==> config.mk <==
export PLATFORM = sky130hd
export DESIGN_NAME = keyword_detection_qualifier
export DESIGN_NICKNAME = d
export VERILOG_FILES = /design/src/rtl/kdq_pkg.sv /design/src/rtl/kdq_div.sv /design/src/rtl/kdq_ctrl.sv /design/src/rtl/kdq_datapath.sv /design/src/rtl/keyword_detection_qualifier.sv
export SDC_FILE = /design/constraint.sdc
export NUM_CORES = 1
export LEC_CHECK = 0
export ABC_AREA = 1
export BUFFER_PORTS_ARGS = -buffer_cell sky130_fd_sc_hd__buf_4
export CORE_MARGIN = 2
export CORE_UTILIZATION = 40
export DETAILED_ROUTE_END_ITERATION = 6
export HOLD_SLACK_MARGIN = 0.06
export PLACE_DENSITY = 0.56
export SYNTH_ARGS = -nofsm -noshare
export SYNTH_HDL_FRONTEND = slang
export SYNTH_SLANG_ARGS = --single-unit
==> constraint.sdc <==
create_clock -name clock -period 9.6 [get_ports clock]
set_input_delay 0.96 -clock clock [delete_from_list [all_inputs] [get_ports clock]]
set_output_delay 0.96 -clock clock [all_outputs]
set_load 0.01 [all_outputs]
==> src/rtl/kdq_pkg.sv <==
// Keyword detection qualifier: shared types and constants.
// Used by every module of the block; depends on nothing.
package kdq_pkg;

   localparam int unsigned ClassWidth = 4;
   localparam int unsigned ProbWidth  = 16;
   localparam int unsigned PctWidth   = 7;
   localparam int unsigned CountWidth = 8;

   localparam int unsigned PctScale = 100;
   localparam int unsigned PctRound = 16384;
   localparam int unsigned PctMax   = 100;

   typedef enum logic [2:0] {
      ST_IDLE,
      ST_EVAL,
      ST_DIV,
      ST_FINISH,
      ST_CONFIRM,
      ST_EMIT
   } kdq_state_type;

   // controller -> datapath
   typedef struct packed {
      logic capture;
      logic eval;
      logic finish;
      logic confirm;
      logic emit;
   } kdq_cmd_type;

   // datapath -> controller
   typedef struct packed {
      logic go_divide;
      logic div_done;
      logic slot_free;
   } kdq_status_type;

endpackage

==> src/rtl/kdq_div.sv <==
// Keyword detection qualifier: serial restoring divider, one quotient bit a cycle.
// Unsigned magnitude divide of the mean update step; depends on kdq_pkg.
module kdq_div (
   input  logic                                clock,
   input  logic                                reset,
   input  logic                                start,
   input  logic [kdq_pkg::ProbWidth-1:0]       dividend,
   input  logic [kdq_pkg::CountWidth-1:0]      divisor,
   output logic                                done,
   output logic [kdq_pkg::ProbWidth-1:0]       quotient
);

   localparam int unsigned QW = kdq_pkg::ProbWidth;
   localparam int unsigned DW = kdq_pkg::CountWidth;
   localparam int unsigned CW = $clog2(QW);

   logic [QW-1:0] quo_ff, quo_in;
   logic [DW-1:0] rem_ff, rem_in;
   logic [DW-1:0] dsr_ff, dsr_in;
   logic [CW-1:0] cnt_ff, cnt_in;
   logic          busy_ff, busy_in;
   logic          done_ff, done_in;

   logic [DW:0]   shifted;
   logic [DW+1:0] trial;
   logic          last;

   assign shifted = {rem_ff, quo_ff[QW-1]};
   assign trial   = {1'b0, shifted} - {2'b00, dsr_ff};
   assign last    = (cnt_ff == CW'(QW - 1));

   always_comb begin
      quo_in  = quo_ff;
      rem_in  = rem_ff;
      dsr_in  = dsr_ff;
      cnt_in  = cnt_ff;
      busy_in = busy_ff;
      done_in = 1'b0;
      if (start) begin
         quo_in  = dividend;
         rem_in  = '0;
         dsr_in  = divisor;
         cnt_in  = '0;
         busy_in = 1'b1;
      end else if (busy_ff) begin
         // borrow clear: divisor fits, take the bit
         if (!trial[DW+1]) begin
            rem_in = trial[DW-1:0];
            quo_in = {quo_ff[QW-2:0], 1'b1};
         end else begin
            rem_in = shifted[DW-1:0];
            quo_in = {quo_ff[QW-2:0], 1'b0};
         end
         cnt_in = cnt_ff + 1'b1;
         if (last) begin
            busy_in = 1'b0;
            done_in = 1'b1;
         end
      end
   end

   always_ff @(posedge clock) begin
      if (reset) begin
         busy_ff <= 1'b0;
         done_ff <= 1'b0;
         cnt_ff  <= '0;
      end else begin
         busy_ff <= busy_in;
         done_ff <= done_in;
         cnt_ff  <= cnt_in;
      end
      quo_ff <= quo_in;
      rem_ff <= rem_in;
      dsr_ff <= dsr_in;
   end

   assign done     = done_ff;
   assign quotient = quo_ff;

endmodule

==> src/rtl/kdq_ctrl.sv <==
// Keyword detection qualifier: sequencing state machine.
// Drives datapath commands from its status; depends on kdq_pkg.
module kdq_ctrl (
   input  logic                    clock,
   input  logic                    reset,
   input  logic                    req_valid,
   output logic                    req_ready,
   input  kdq_pkg::kdq_status_type status,
   output kdq_pkg::kdq_cmd_type    cmd
);

   kdq_pkg::kdq_state_type state_ff, state_in;

   always_comb begin
      state_in = state_ff;
      case (state_ff)
         kdq_pkg::ST_IDLE: begin
            if (req_valid) state_in = kdq_pkg::ST_EVAL;
         end
         kdq_pkg::ST_EVAL: begin
            state_in = status.go_divide ? kdq_pkg::ST_DIV : kdq_pkg::ST_EMIT;
         end
         kdq_pkg::ST_DIV: begin
            if (status.div_done) state_in = kdq_pkg::ST_FINISH;
         end
         kdq_pkg::ST_FINISH: begin
            state_in = kdq_pkg::ST_CONFIRM;
         end
         kdq_pkg::ST_CONFIRM: begin
            state_in = kdq_pkg::ST_EMIT;
         end
         kdq_pkg::ST_EMIT: begin
            if (status.slot_free) state_in = kdq_pkg::ST_IDLE;
         end
         default: begin
            state_in = kdq_pkg::ST_IDLE;
         end
      endcase
   end

   always_comb begin
      req_ready   = 1'b0;
      cmd         = '0;
      case (state_ff)
         kdq_pkg::ST_IDLE: begin
            req_ready   = 1'b1;
            cmd.capture = req_valid;
         end
         kdq_pkg::ST_EVAL:    cmd.eval    = 1'b1;
         kdq_pkg::ST_DIV:     cmd         = '0;
         kdq_pkg::ST_FINISH:  cmd.finish  = 1'b1;
         kdq_pkg::ST_CONFIRM: cmd.confirm = 1'b1;
         kdq_pkg::ST_EMIT:    cmd.emit    = status.slot_free;
         default:             cmd         = '0;
      endcase
   end

   always_ff @(posedge clock) begin
      if (reset) begin
         state_ff <= kdq_pkg::ST_IDLE;
      end else begin
         state_ff <= state_in;
      end
   end

endmodule

==> src/rtl/kdq_datapath.sv <==
// Keyword detection qualifier: verdict registers, tracking state, mean update, result beat.
// Instantiates kdq_div; depends on kdq_pkg.
module kdq_datapath (
   input  logic                              clock,
   input  logic                              reset,
   input  kdq_pkg::kdq_cmd_type              cmd,
   output kdq_pkg::kdq_status_type           status,
   input  logic                              req_kind,
   input  logic [kdq_pkg::ClassWidth-1:0]    req_class_id,
   input  logic [kdq_pkg::ProbWidth-1:0]     req_probability,
   input  logic [kdq_pkg::PctWidth-1:0]      req_threshold_pct,
   input  logic [kdq_pkg::CountWidth-1:0]    req_count_needed,
   input  logic                              req_is_command,
   input  logic                              req_is_actionable,
   output logic                              rsp_valid,
   input  logic                              rsp_ready,
   output logic                              rsp_detected,
   output logic [kdq_pkg::ClassWidth-1:0]    rsp_keyword_class,
   output logic [kdq_pkg::PctWidth-1:0]      rsp_avg_percent
);

   localparam int unsigned CLW = kdq_pkg::ClassWidth;
   localparam int unsigned PW  = kdq_pkg::ProbWidth;
   localparam int unsigned TW  = kdq_pkg::PctWidth;
   localparam int unsigned NW  = kdq_pkg::CountWidth;
   localparam int unsigned MW  = PW + TW;   // prob * 100 fits here

   // captured verdict
   logic           kind_ff, cmd_ff, act_ff;
   logic [CLW-1:0] cls_ff;
   logic [PW-1:0]  prob_ff;
   logic [TW-1:0]  thr_ff;
   logic [NW-1:0]  need_ff;

   // tracking state
   logic           waiting_ff, waiting_in;
   logic [CLW-1:0] blocked_ff, blocked_in;
   logic           av_ff, av_in;
   logic [CLW-1:0] aclass_ff, aclass_in;
   logic [NW-1:0]  hit_ff, hit_in;
   logic [PW-1:0]  mean_ff, mean_in;
   logic [CLW-1:0] mclass_ff, mclass_in;
   logic [NW-1:0]  mcnt_ff, mcnt_in;
   logic           neg_ff, neg_in;

   // pending result and output register
   logic           rdet_ff, rdet_in;
   logic [CLW-1:0] rcls_ff, rcls_in;
   logic [TW-1:0]  rpct_ff, rpct_in;
   logic           rsp_valid_ff, rsp_valid_in;
   logic           rsp_det_ff;
   logic [CLW-1:0] rsp_cls_ff;
   logic [TW-1:0]  rsp_pct_ff;

   logic [MW-1:0]  prob_x100, thr_lim;
   logic           pass, blocked_hit, go_divide, is_new;
   logic [PW-1:0]  mean_eff;
   logic [NW-1:0]  hit_eff, hit_inc;
   logic [PW:0]    diff, diff_abs;
   logic           miss_restart, miss_clear;
   logic [NW-1:0]  miss_base, miss_inc;
   logic           div_done;
   logic [PW-1:0]  quo;
   logic [PW:0]    step;
   logic [PW+1:0]  sum;
   logic [MW-1:0]  pct_full;
   logic [MW-PW:0] pct_raw;
   logic [TW-1:0]  pct;

   assign prob_x100   = MW'(prob_ff) * MW'(kdq_pkg::PctScale);
   assign thr_lim     = MW'({thr_ff, {PW-1{1'b0}}});
   assign pass        = cmd_ff && ((thr_ff == '0) || (prob_x100 >= thr_lim));
   assign blocked_hit = waiting_ff && (cls_ff == blocked_ff);
   assign go_divide   = !kind_ff && !blocked_hit && pass;

   // a new hit run starts from an empty mean
   assign is_new   = !av_ff || (cls_ff != aclass_ff);
   assign mean_eff = is_new ? '0 : mean_ff;
   assign hit_eff  = is_new ? '0 : hit_ff;
   assign hit_inc  = (hit_eff == '1) ? hit_eff : hit_eff + 1'b1;
   assign diff     = {1'b0, prob_ff} - {1'b0, mean_eff};
   assign diff_abs = diff[PW] ? (~diff + 1'b1) : diff;

   assign miss_restart = (mcnt_ff == '0) || (mclass_ff != cls_ff);
   assign miss_base    = miss_restart ? '0 : mcnt_ff;
   assign miss_inc     = (miss_base == '1) ? miss_base : miss_base + 1'b1;
   assign miss_clear   = (miss_inc >= need_ff);

   kdq_div u_div (
      .clock    (clock),
      .reset    (reset),
      .start    (cmd.eval && go_divide),
      .dividend (diff_abs[PW-1:0]),
      .divisor  (hit_inc),
      .done     (div_done),
      .quotient (quo)
   );

   // truncating signed step, then clamp to the unsigned mean range
   assign step = neg_ff ? (~{1'b0, quo} + 1'b1) : {1'b0, quo};
   assign sum  = {2'b00, mean_ff} + {step[PW], step};

   assign pct_full = MW'(mean_ff) * MW'(kdq_pkg::PctScale) + MW'(kdq_pkg::PctRound);
   assign pct_raw  = pct_full[MW-1:PW-1];
   assign pct      = (pct_raw > (MW-PW+1)'(kdq_pkg::PctMax)) ? TW'(kdq_pkg::PctMax)
                                                              : pct_raw[TW-1:0];

   always_comb begin
      waiting_in = waiting_ff;
      blocked_in = blocked_ff;
      av_in      = av_ff;
      aclass_in  = aclass_ff;
      hit_in     = hit_ff;
      mean_in    = mean_ff;
      mclass_in  = mclass_ff;
      mcnt_in    = mcnt_ff;
      neg_in     = neg_ff;
      rdet_in    = rdet_ff;
      rcls_in    = rcls_ff;
      rpct_in    = rpct_ff;

      if (cmd.eval) begin
         rdet_in = 1'b0;
         rcls_in = '0;
         rpct_in = '0;
         if (kind_ff) begin
            waiting_in = 1'b0;
            blocked_in = '0;
            av_in      = 1'b0;
            aclass_in  = '0;
            hit_in     = '0;
            mean_in    = '0;
            mclass_in  = '0;
            mcnt_in    = '0;
         end else if (!blocked_hit) begin
            waiting_in = 1'b0;
            if (!pass) begin
               if (cmd_ff) begin
                  av_in   = 1'b0;
                  hit_in  = '0;
                  mean_in = '0;
               end
               mclass_in = miss_restart ? cls_ff : mclass_ff;
               mcnt_in   = miss_inc;
               if (miss_clear) begin
                  av_in     = 1'b0;
                  hit_in    = '0;
                  mean_in   = '0;
                  mclass_in = '0;
                  mcnt_in   = '0;
               end
            end else begin
               mcnt_in = '0;
               if (is_new) begin
                  av_in     = 1'b1;
                  aclass_in = cls_ff;
                  mclass_in = '0;
               end
               hit_in  = hit_inc;
               mean_in = mean_eff;
               neg_in  = diff[PW];
            end
         end
      end

      if (cmd.finish) begin
         if (sum[PW+1]) begin
            mean_in = '0;
         end else if (sum[PW]) begin
            mean_in = '1;
         end else begin
            mean_in = sum[PW-1:0];
         end
      end

      if (cmd.confirm && (hit_ff >= need_ff)) begin
         av_in      = 1'b0;
         hit_in     = '0;
         mean_in    = '0;
         mclass_in  = '0;
         mcnt_in    = '0;
         waiting_in = 1'b1;
         blocked_in = cls_ff;
         if (act_ff) begin
            rdet_in    = 1'b1;
            rcls_in    = cls_ff;
            rpct_in    = pct;
            waiting_in = 1'b0;
            blocked_in = '0;
            aclass_in  = '0;
         end
      end
   end

   assign status.go_divide = go_divide;
   assign status.div_done  = div_done;
   assign status.slot_free = !rsp_valid_ff || rsp_ready;

   always_comb begin
      rsp_valid_in = rsp_valid_ff;
      if (cmd.emit) begin
         rsp_valid_in = 1'b1;
      end else if (rsp_ready) begin
         rsp_valid_in = 1'b0;
      end
   end

   always_ff @(posedge clock) begin
      if (reset) begin
         waiting_ff   <= 1'b0;
         blocked_ff   <= '0;
         av_ff        <= 1'b0;
         aclass_ff    <= '0;
         hit_ff       <= '0;
         mean_ff      <= '0;
         mclass_ff    <= '0;
         mcnt_ff      <= '0;
         rsp_valid_ff <= 1'b0;
      end else begin
         waiting_ff   <= waiting_in;
         blocked_ff   <= blocked_in;
         av_ff        <= av_in;
         aclass_ff    <= aclass_in;
         hit_ff       <= hit_in;
         mean_ff      <= mean_in;
         mclass_ff    <= mclass_in;
         mcnt_ff      <= mcnt_in;
         rsp_valid_ff <= rsp_valid_in;
      end
      neg_ff  <= neg_in;
      rdet_ff <= rdet_in;
      rcls_ff <= rcls_in;
      rpct_ff <= rpct_in;
      if (cmd.capture) begin
         kind_ff <= req_kind;
         cls_ff  <= req_class_id;
         prob_ff <= req_probability;
         thr_ff  <= req_threshold_pct;
         need_ff <= req_count_needed;
         cmd_ff  <= req_is_command;
         act_ff  <= req_is_actionable;
      end
      if (cmd.emit) begin
         rsp_det_ff <= rdet_ff;
         rsp_cls_ff <= rcls_ff;
         rsp_pct_ff <= rpct_ff;
      end
   end

   assign rsp_valid         = rsp_valid_ff;
   assign rsp_detected      = rsp_det_ff;
   assign rsp_keyword_class = rsp_cls_ff;
   assign rsp_avg_percent   = rsp_pct_ff;

endmodule

==> src/rtl/keyword_detection_qualifier.sv <==
// Keyword detection qualifier, top level: controller plus datapath.
// Depends on kdq_pkg, kdq_ctrl, kdq_datapath (which holds kdq_div).
//
// Usage:
//   req_* carries one classifier verdict per beat (kind 1 clears all state);
//   rsp_* returns exactly one result beat per verdict, in order.
//   Both channels are valid/ready; a beat moves when both are high.
// Sequencing:
//   One verdict is in flight at a time. A verdict that is not a hit
//   goes from evaluation straight to its result beat; a hit also runs
//   the serial divider of the mean update, then finishes the mean and
//   confirms. A new verdict can be accepted in the cycle after its
//   result beat is loaded.
// Reset:
//   Synchronous, active high; all detection state returns to zero and no
//   result beat is pending.
// Stall:
//   The result waits in the output register while rsp_ready is low; the
//   next verdict is accepted and worked on, and holds at the result step
//   until the output register frees up.
module keyword_detection_qualifier (
   input  logic                              clock,
   input  logic                              reset,
   input  logic                              req_valid,
   output logic                              req_ready,
   input  logic                              req_kind,
   input  logic [kdq_pkg::ClassWidth-1:0]    req_class_id,
   input  logic [kdq_pkg::ProbWidth-1:0]     req_probability,
   input  logic [kdq_pkg::PctWidth-1:0]      req_threshold_pct,
   input  logic [kdq_pkg::CountWidth-1:0]    req_count_needed,
   input  logic                              req_is_command,
   input  logic                              req_is_actionable,
   output logic                              rsp_valid,
   input  logic                              rsp_ready,
   output logic                              rsp_detected,
   output logic [kdq_pkg::ClassWidth-1:0]    rsp_keyword_class,
   output logic [kdq_pkg::PctWidth-1:0]      rsp_avg_percent
);

   kdq_pkg::kdq_cmd_type    cmd;
   kdq_pkg::kdq_status_type status;

   kdq_ctrl u_ctrl (
      .clock     (clock),
      .reset     (reset),
      .req_valid (req_valid),
      .req_ready (req_ready),
      .status    (status),
      .cmd       (cmd)
   );

   kdq_datapath u_dp (
      .clock             (clock),
      .reset             (reset),
      .cmd               (cmd),
      .status            (status),
      .req_kind          (req_kind),
      .req_class_id      (req_class_id),
      .req_probability   (req_probability),
      .req_threshold_pct (req_threshold_pct),
      .req_count_needed  (req_count_needed),
      .req_is_command    (req_is_command),
      .req_is_actionable (req_is_actionable),
      .rsp_valid         (rsp_valid),
      .rsp_ready         (rsp_ready),
      .rsp_detected      (rsp_detected),
      .rsp_keyword_class (rsp_keyword_class),
      .rsp_avg_percent   (rsp_avg_percent)
   );

   // one verdict at a time: no accept right after an accept
   a_single_item: assert property (@(posedge clock) disable iff (reset)
      (req_valid && req_ready) |=> !req_ready)
      else $error("verdict accepted while another is in flight");

   // a result beat is only loaded once the previous one has left
   a_no_overwrite: assert property (@(posedge clock) disable iff (reset)
      cmd.emit |-> (!rsp_valid || rsp_ready))
      else $error("result register overwritten");

   a_pct_range: assert property (@(posedge clock) disable iff (reset)
      rsp_valid |-> (rsp_avg_percent <= 7'(kdq_pkg::PctMax)))
      else $error("reported percent above cap");

   a_quiet_result: assert property (@(posedge clock) disable iff (reset)
      (rsp_valid && !rsp_detected) |-> (rsp_keyword_class == '0 && rsp_avg_percent == '0))
      else $error("non-detection result carries class or percent");

endmodule

==> metrics.yaml, run 1 <==
logic_synthesis:
  synthArstFlopShare_pct: 0
  synth.avg_cell_area_um2: 7.353
  ys_ff_latch: 151
  syn-cell-area_um2: 13290
  synth_edf_count: 75
  yosys_warnings: 0
  seq_area_frac_synth_pct: 28.39
  post-synth-top-area-fraction_pct: 16.94
  synth_nets: 2048
  ys.flop_type: "dfxtp_1"
  ys_types: 54
  synth_area_leader_cell: "edfxtp_1"
  synthTopCellsByArea: "edfxtp_1 (17%), ha_1 (16%), nand2_1 (12%)"
  synthCells: 1808
cells_and_area:
  diodes: 0
  utilization_pct: 45.19
  fin_area_um2: 14740
  drive_gt1_share_pct: 7.158
  final_cell_mix: "nand2_1 (413), inv_1 (294), ha_1 (174)"
  final_common_cell: "nand2_1"
  syn2layout_area_growth_pct: 10.87
  fin_nets: 2099
critical_path:
  worstSetupPathType: "flop to flop"
  cp_slowest_cell: "nand2_1"
  reg2reg_depth: 30
  cp.arrival_ps: 6060
  slowest_delay_ps: 670
  crit_fanout: 38
  cp_common_cell: "nand2_1"
  cp-startpoint: "u_dp.prob_ff[3]"
  cp.required_ps: 9680
  startpoint_type: "flop"
  end_kind: "flop"
  r2r-end: "u_dp.u_div.quotient[10]"
  reg2reg_from: "u_dp.prob_ff[3]"
  r2r_setup_slack_ps: 3610
placement:
  post-dp-hpwl_um: 25620
  dpl_cell_area_um2: 14160
  gp_congestion: 0.8801
  port_buffers: 55
drt:
  route.detailed.drc: 0
  vias: 11500
  postRouteAntennaNets: 0
  wl_um: 31810
  routedWlPerCell_um: 13.75
  via_per_inst: 4.969
  first_pass_iters: 5
  drt_iter0_markers: 527
timing:
  fin_crit_ps: 5987
  setup_tns_ps: 0
  fin_skew_ps: 11.17
  maxSlewHeadroom_pct: 53.27
  final.period_utilization_pct: 62.37
  hold_viol: 0
  worst_pin_slew_ps: 698.5
  fmax_mhz: 167.0
  rsz0062_at_grt: "false"
  setup_viol: 0
  drv_slew: 0
pwr:
  powerDensity_nw_per_um2: 307.5
  leakagePower_nw: 7.258
  irDropWorstVdd_uv: 182.2
grt:
  antenna_found_initial: 0
  grt_overflow: 0
  grt_max_degree: 39
  grt_pass1_wl_um: 54140
  grt_pass1_vias: 11330
  groute.usage.overall_pct: 18.94
clocking:
  clk_pin_slew_worst_paths_ps: 70
  cts_setup_buffers: 0
  root_buffer: "clkbuf_16"
  clk_latency_ps: 450
  cts_buffers: 17
  cts_resized: 0
  htreeDepth: 4
  cts_tree: "built"
  clock_sinks: 151
  cts-hold-fix-buffers: 0
  clk_path_buf_depth: 2
job:
  drv_cap: 0
run_status:
  status: "finished clean"
hold_path:
  holdCritStartpoint: "u_dp.rcls_ff[0]"
  hp-class: "flop to flop"
  whs_path_depth: 0
  holdPathEnd: "u_dp.rsp_keyword_class[0]"
floorplanning:
  initial_core_util_pct: 40.76
  coreArea_um2: 32620
  fp-row-count: 66
  die_area_um2: 34710
  die_h_um: 186.3
  die_w_um: 186.3
  io_pins: 56
[layer usage]
layer | GRT usage, % | vias to the layer above | wire length, µm
met5 | 0 | - | 0
met2 | 31.96 | 206 | 14810
met1 | 24.76 | 5195 | 15210
met4 | 7.169 | 0 | 801
li1 | - | 6046 | -
met3 | 2.407 | 52 | 988
[worst max-delay path, delay by kind of cell (launching register included)]
family,cells,cell delay (ps)
simple gates,18,2490
fa+ha+maj,5,1770
compound gates,4,630
flops,1,480
buf+inv,2,130
xor+xnor,1,100
[where the power goes]
part | internal (mW) | total [mW] | switching, mW
registers | 0.844 | 0.991 | 0.147
clock network | 0.384 | 0.679 | 0.296
logic | 1.05 | 2.86 | 1.81
total | 2.28 | 4.53 | 2.26
[synth_stat cells, types with 14 or more instances]
cell / number
inv_1: 294
nor2_1: 124
nand4_1: 30
fa_1: 24
dfxtp_1: 76
ha_1: 174
xnor2_1: 28
nor3_1: 18
nand2_1: 413
o21ai_0: 79
a21oi_1: 122
xor2_1: 51
clkbuf_1: 14
o21ai_1: 28
nand3_1: 138
nand3b_1: 16
edfxtp_1: 75
[final cells by class]
type | count | area [µm²]
tap | 442 | 553.0
inverter | 305 | 1146
fill | 3325 | 17880
sequential | 151 | 3774
clock inverter | 11 | 110.1
clock buffer | 21 | 471.7
multi-input combinational | 1324 | 8234
timing repair buffer | 60 | 450.4
[logic make-up (layout without fill, tap and decap cells)]
kind of cell | after synthesis | after routing | synth area share, %
AND/OR/NAND/NOR | 781 | 781 | 25.84
XOR/XNOR | 80 | 80 | 5.327
buffers and inverters | 333 | 397 | 9.760
AO/OA/AOI/OAI | 264 | 264 | 10.63
adder cells (fa/ha/maj) | 198 | 198 | 19.99
multiplexers | 1 | 1 | 0.07530
flip-flops | 151 | 151 | 28.39
[worst max path at each step]
stage                              endpoint  slack (ps)  depth (start not counted)
detailed placement   u_dp.u_div.quotient[2]        3580                         30
global placement     u_dp.u_div.quotient[1]        3680                         28
CTS                 u_dp.u_div.quotient[10]        3570                         30
finish              u_dp.u_div.quotient[10]        3610                         30
floorplan            u_dp.u_div.quotient[0]        4440                         33
global route        u_dp.u_div.quotient[10]        2980                         30
[flip-flops by register name, indices dropped and copies added (netlist names), 7 cells and up]
| signal | count |
|---|---|
| u_dp.mean_ff | 16 |
| u_dp.prob_ff | 16 |
| u_dp.rpct_ff | 7 |
| u_dp.mcnt_ff | 8 |
| u_dp.u_div.rem_ff | 8 |
| u_dp.thr_ff | 7 |
| u_dp.u_div.dsr_ff | 8 |
| u_dp.need_ff | 8 |
| u_dp.u_div.quotient | 16 |
| u_dp.rsp_avg_percent | 7 |
| u_dp.hit_ff | 8 |
[per-stage QoR]
step	hold WS (ps)	setup WS, ps	power [mW]	instances
global route	440.8	2976	5.072	2314
CTS	429.6	3569	4.571	2314
finish	429.0	3613	4.532	2314
global placement	414.5	3680	3.832	2282
floorplan	408.6	4439	3.216	1808
detailed placement	415.9	3580	3.851	2282
Note: power is estimated with default switching activity, not from simulation.
==> run 2: changes to the inputs <==
Clock period 9.6 ns to 5.8 ns, I/O delays scaled along.
==> run 2 against run 1 <==
Global-route usage barely moved. Hold slack got worse by 120 ps. Largest power group unchanged. Maximum frequency rose by 13%. Power rose by 65%. Sequential power rose by 65%. Sequential share of layout area barely moved. Cell count rose by 0.22%. Critical path depth rose by 2. Via count barely moved. Design area barely moved.
==> metrics.yaml, run 2 (synthesis gave the netlist of run 1 again) <==
floorplanning:
  fp-row-count: 66
  die_area_um2: 34710
  die_h_um: 186.3
  die_w_um: 186.3
  coreArea_um2: 32620
  initial_core_util_pct: 40.76
  io_pins: 56
placement:
  dp_slack_ps: 398.3
  port_buffers: 55
  dp.cells: 2287
  post-dp-hpwl_um: 25860
  gp_congestion: 0.8677
timing:
  final.period_utilization_pct: 91.70
  setup_ws_ps: 481.3
  setup_viol: 0
  drv_slew: 0
  fmax_mhz: 188.0
  fin_crit_ps: 5319
  rsz0062_at_grt: "false"
  setup_tns_ps: 0
  hold_viol: 0
  maxSlewHeadroom_pct: 52.27
  worst_pin_slew_ps: 714.2
  fin_skew_ps: 13.89
cells_and_area:
  final_common_cell: "nand2_1"
  n_fill_cell: 3321
  stdcell_count: 2319
  utilization_pct: 45.23
  drive_gt1_share_pct: 7.512
  diodes: 0
  syn2layout_area_growth_pct: 10.97
  regArea_um2: 3774
  final_cell_mix: "nand2_1 (413), inv_1 (294), ha_1 (174)"
  fin_nets: 2104
  multi_input_area_um2: 8238
drt:
  vias: 11500
  first_pass_iters: 5
  drt_iter0_markers: 524
  route.detailed.drc: 0
  wl_um: 31650
  routedWlPerCell_um: 13.65
  postRouteAntennaNets: 0
  via_per_inst: 4.960
clocking:
  clk_latency_ps: 450
  root_buffer: "clkbuf_16"
  clock_sinks: 151
  cts_tree: "built"
  cts_setup_buffers: 0
  clk_path_buf_depth: 2
  cts_buffers: 17
  clk_pin_slew_worst_paths_ps: 70
  htreeDepth: 4
critical_path:
  end_kind: "flop"
  slowest_delay_ps: 470
  cp.arrival_ps: 5610
  cp_common_cell: "nand2_1"
  cp_slowest_cell: "fa_1"
  crit_fanout: 25
  cp.required_ps: 6090
  worstSetupPathType: "flop to flop"
  startpoint_type: "flop"
pwr:
  power_mw: 7.492
  irDropWorstVdd_uv: 365.0
  powerDensity_nw_per_um2: 507.8
  leakagePower_nw: 7.275
grt:
  groute.usage.overall_pct: 18.93
  antenna_found_initial: 0
  grt_overflow: 0
  grt_pass1_vias: 11340
  grt_pass1_wl_um: 53910
  grt_max_degree: 39
job:
  drv_cap: 0
run_status:
  status: "finished clean"
hold_path:
  hp-class: "input port to flop"
run 2: what timing repair did:
| item | in CTS | in global routing |
|---|---|---|
| setup endpoints to repair | 0 | 8 |
| gates resized for setup | 0 | 1 |
| hold buffers | 0 | 0 |
run 2: metal layers:
layer	GRT usage [%]	routed length, µm
met1	24.52	15350
met2	32.42	14630
met3	2.539	1009
met4	6.431	661
met5	0	0
run 2: path summary, 6_finish.rpt:
path,from,to,slack (ps),cells after the start
setup / recovery,u_dp.prob_ff[2],u_dp.u_div.quotient[1],480,32
hold / removal,req_is_actionable,u_dp.act_ff,300,1
setup reg to reg,u_dp.prob_ff[2],u_dp.u_div.quotient[1],480,32
hold reg to reg,u_dp.rpct_ff[3],u_dp.rsp_avg_percent[3],430,0
run 2: cell type report:
cell class | count | area share, %
well taps | 442 | 3.749
repair buffers | 65 | 3.308
multi-input cells | 1324 | 55.84
inverters | 305 | 7.769
flip-flops and latches | 151 | 25.58
clock buffers | 18 | 2.909
clock inverters | 14 | 0.8481
run 2: report_power, final:
part | internal (mW) | leakage [nW] | switching (mW)
Clock | 0.567 | 0.279 | 0.517
Combinational | 1.75 | 5.68 | 3.01
Sequential | 1.40 | 1.31 | 0.246
run 2: worst max-delay path, delay by kind of cell (launching register included):
family	cells	cell delay, ps
xor+xnor	1	100
fa+ha+maj	5	1780
compound gates	6	870
flops	1	460
simple gates	17	1520
buf+inv	3	410
run 2: through the flow:
stage,hold slack (ps),cell area [µm²]
finish,304.7,14750
global route,283.5,14750
CTS,279.2,14750
detailed placement,416.4,14190
global placement,415.5,14190
floorplan,408.6,13290
==> run 3: changes to the inputs <==
Settings changed: CORE_UTILIZATION 40 to 35, PLACE_DENSITY 0.56 to 0.5, SYNTH_HIERARCHICAL set to 1.
==> run 3 against run 2 <==
Sequential share of layout area is 0.95 points lower. Critical endpoint is now u_dp/u_div/quotient[4]. Core utilization is 5.4 points lower. Clock-buffer cell count is 6 higher. Critical path depth stayed put. Sequential power is 4% higher. Synthesized cell count is 2.6% higher. Critical path type unchanged.
==> metrics.yaml, run 3 <==
critical_path:
  startpoint_type: "flop"
  slowest_delay_ps: 460
  crit_family: "simple AND/OR/NAND/NOR gates"
  worstSetupEndpoint: "u_dp/u_div/quotient[4]"
  reg2reg_from: "u_dp/prob_ff[3]"
  cp_slowest_cell: "fa_1"
  r2r_setup_slack_ps: 400
  cp.required_ps: 6000
  cp.arrival_ps: 5600
  cp_num_cells: 32
  r2r-end: "u_dp/u_div/quotient[4]"
  cp_common_cell: "nand2_1"
  reg2reg_depth: 32
  end_kind: "flop"
  path_buf_inv: 5
  crit_fanout: 17
  cp-startpoint: "u_dp/prob_ff[3]"
  worstSetupPathType: "flop to flop"
drt:
  drt_iter0_markers: 637
  routedWlPerCell_um: 13.16
  wl_um: 32280
  vias: 11630
  first_pass_iters: 5
  route.detailed.drc: 0
  via_per_inst: 4.740
  postRouteAntennaNets: 0
logic_synthesis:
  synth_common_cells: "nand2_1 (475), inv_1 (309), ha_1 (173)"
  syn-cell-area_um2: 13580
  post-synth-top-area-fraction_pct: 16.59
  synth_area_leader_cell: "edfxtp_1"
  synth.avg_cell_area_um2: 7.320
  synthArstFlopShare_pct: 0
  synthTopCellsByArea: "edfxtp_1 (17%), ha_1 (16%), nand2_1 (13%)"
  yosys_warnings: 6
  ys_types: 59
  yosysMostFrequentCell: "nand2_1"
  seq_area_frac_synth_pct: 27.79
  synthCells: 1855
  synth_nets: 2094
  ys.flop_type: "dfxtp_1"
  synth_edf_count: 75
  ys_ff_latch: 151
grt:
  antenna_found_initial: 0
  use_met2_pct: 28.24
  grt-busiest-layer: "met2"
  grt_pass1_wl_um: 54880
  grt_overflow: 0
  groute.usage.overall_pct: 16.55
  met3_usage_pct: 2.662
  grt_max_degree: 39
  grt_pass1_vias: 11500
  grtUsageMet1_pct: 21.53
job:
  drv_cap: 0
placement:
  port_buffers: 55
  dp_slack_ps: 173.3
  gp_congestion: 0.8754
  post-dp-hpwl_um: 26370
  dpl_cell_area_um2: 14580
floorplanning:
  initial_core_util_pct: 35.30
  coreArea_um2: 38470
  fp-row-count: 72
  io_pins: 56
  die_w_um: 201.0
  die_area_um2: 40380
  die_h_um: 201.0
pwr:
  irDropWorstVdd_uv: 287.7
  leakagePower_nw: 7.533
  powerDensity_nw_per_um2: 558.2
cells_and_area:
  fin_nets: 2161
  utilization_pct: 39.83
  multi_input_area_um2: 8478
  final_common_cell: "nand2_1"
  syn2layout_area_growth_pct: 12.84
  regArea_um2: 3774
  drive_gt1_share_pct: 10.28
  n_fill_cell: 4012
  final_cell_mix: "nand2_1 (475), inv_1 (309), ha_1 (171)"
  fin_area_um2: 15320
  diodes: 0
timing:
  worst_pin_slew_ps: 1073
  setup_tns_ps: 0
  fin_skew_ps: 12.64
  maxSlewHeadroom_pct: 28.20
  setup_viol: 0
  drv_slew: 0
  hold_viol: 0
  fmax_mhz: 185.2
  final.period_utilization_pct: 93.11
  fin_crit_ps: 5400
  setup_ws_ps: 399.8
clocking:
  cts-hold-fix-buffers: 0
  clk_latency_ps: 440
  root_buffer: "clkbuf_16"
  clk_path_buf_depth: 2
  cts_buffers: 17
  clock_sinks: 151
  clk_pin_slew_worst_paths_ps: 70
  htreeDepth: 4
  cts_tree: "built"
hold_path:
  whs_path_depth: 1
  hp-class: "input port to flop"
  holdCritStartpoint: "req_count_needed[3]"
run_status:
  status: "finished clean"
[run 3: cell count changes in the layout (fill, tap and decap cells not counted), sizes merged, moves of 4 or more]
| cell | before | now |
|---|---|---|
| inv | 312 | 328 |
| nor2 | 136 | 131 |
| nor4 | 8 | 2 |
| nor3 | 18 | 27 |
| nand2 | 422 | 491 |
| nand4 | 31 | 37 |
| o211ai | 5 | 1 |
| buf | 65 | 71 |
| or2 | 4 | 9 |
| clkbuf | 18 | 24 |
| o21ai | 107 | 69 |
| o21bai | 10 | 5 |
| xnor2 | 28 | 20 |
[run 3: how the worst min path moves through the flow]
stage,to,slack (ps)
after floorplan,u_dp/rsp_detected,410
after global placement,u_dp/rsp_keyword_class[0],420
after detailed placement,u_dp/rsp_detected,420
after CTS,u_dp/need_ff[3],280
after global routing,u_dp/need_ff[2],280
final,u_dp/need_ff[3],310
[run 3: metrics by stage]
stage | hold WS (ps) | cells | power [mW]
2_1_floorplan | 408.6 | 1855 | 6.025
3_3_place_gp | 415.3 | 2413 | 7.296
3_5_place_dp | 417.3 | 2413 | 7.320
4_1_cts | 279.4 | 2445 | 8.562
5_1_grt | 284.3 | 2453 | 9.621
6_report | 309.3 | 2453 | 8.552
[run 3: cell families (layout without fill, tap and decap cells)]
logic type	Yosys count	count (layout)	share of synthesized area (%)
AND/OR/NAND/NOR	861	861	28.97
buffers and inverters	352	432	10.03
AO/OA/AOI/OAI	222	222	9.031
XOR/XNOR	72	72	4.700
flip-flops	151	151	27.79
adder cells (fa/ha/maj)	197	197	19.48
[run 3: cell type report]
cell class,instances,share of cell area (%)
well taps,518,4.230
clock inverters,8,0.4573
multi-input cells,1352,55.34
clock buffers,24,3.569
inverters,329,8.109
repair buffers,71,3.667
flip-flops and latches,151,24.63
[run 3: worst register-to-register path: cells and delay by family, from the launching register on]
kind / cells / cell delay [ps]
AND/OR/NAND/NOR: 19 / 1900
adder cells (fa/ha/maj): 5 / 1710
buffers and inverters: 5 / 630
flip-flops: 1 / 420
AO/OA/AOI/OAI: 2 / 320
XOR/XNOR: 1 / 160
[run 3: report_power, final]
part	switching [mW]	internal, mW	total, mW	leakage (nW)
registers	0.275	1.42	1.70	1.31
logic	3.58	2.12	5.70	5.92
clock network	0.485	0.672	1.16	0.305
total	4.34	4.21	8.55	7.53
[run 3: per-layer routing]
metal  vias up  routed length, µm
met2       146              14900
met3        34                843
li1       6170                  -
met5         -                  0
met1      5276              15990
met4         0                550
[run 3: repair_timing]
item                                    CTS  global route
resized for setup                         0            11
endpoints found under the setup margin    0            46
buffers inserted                          0             8
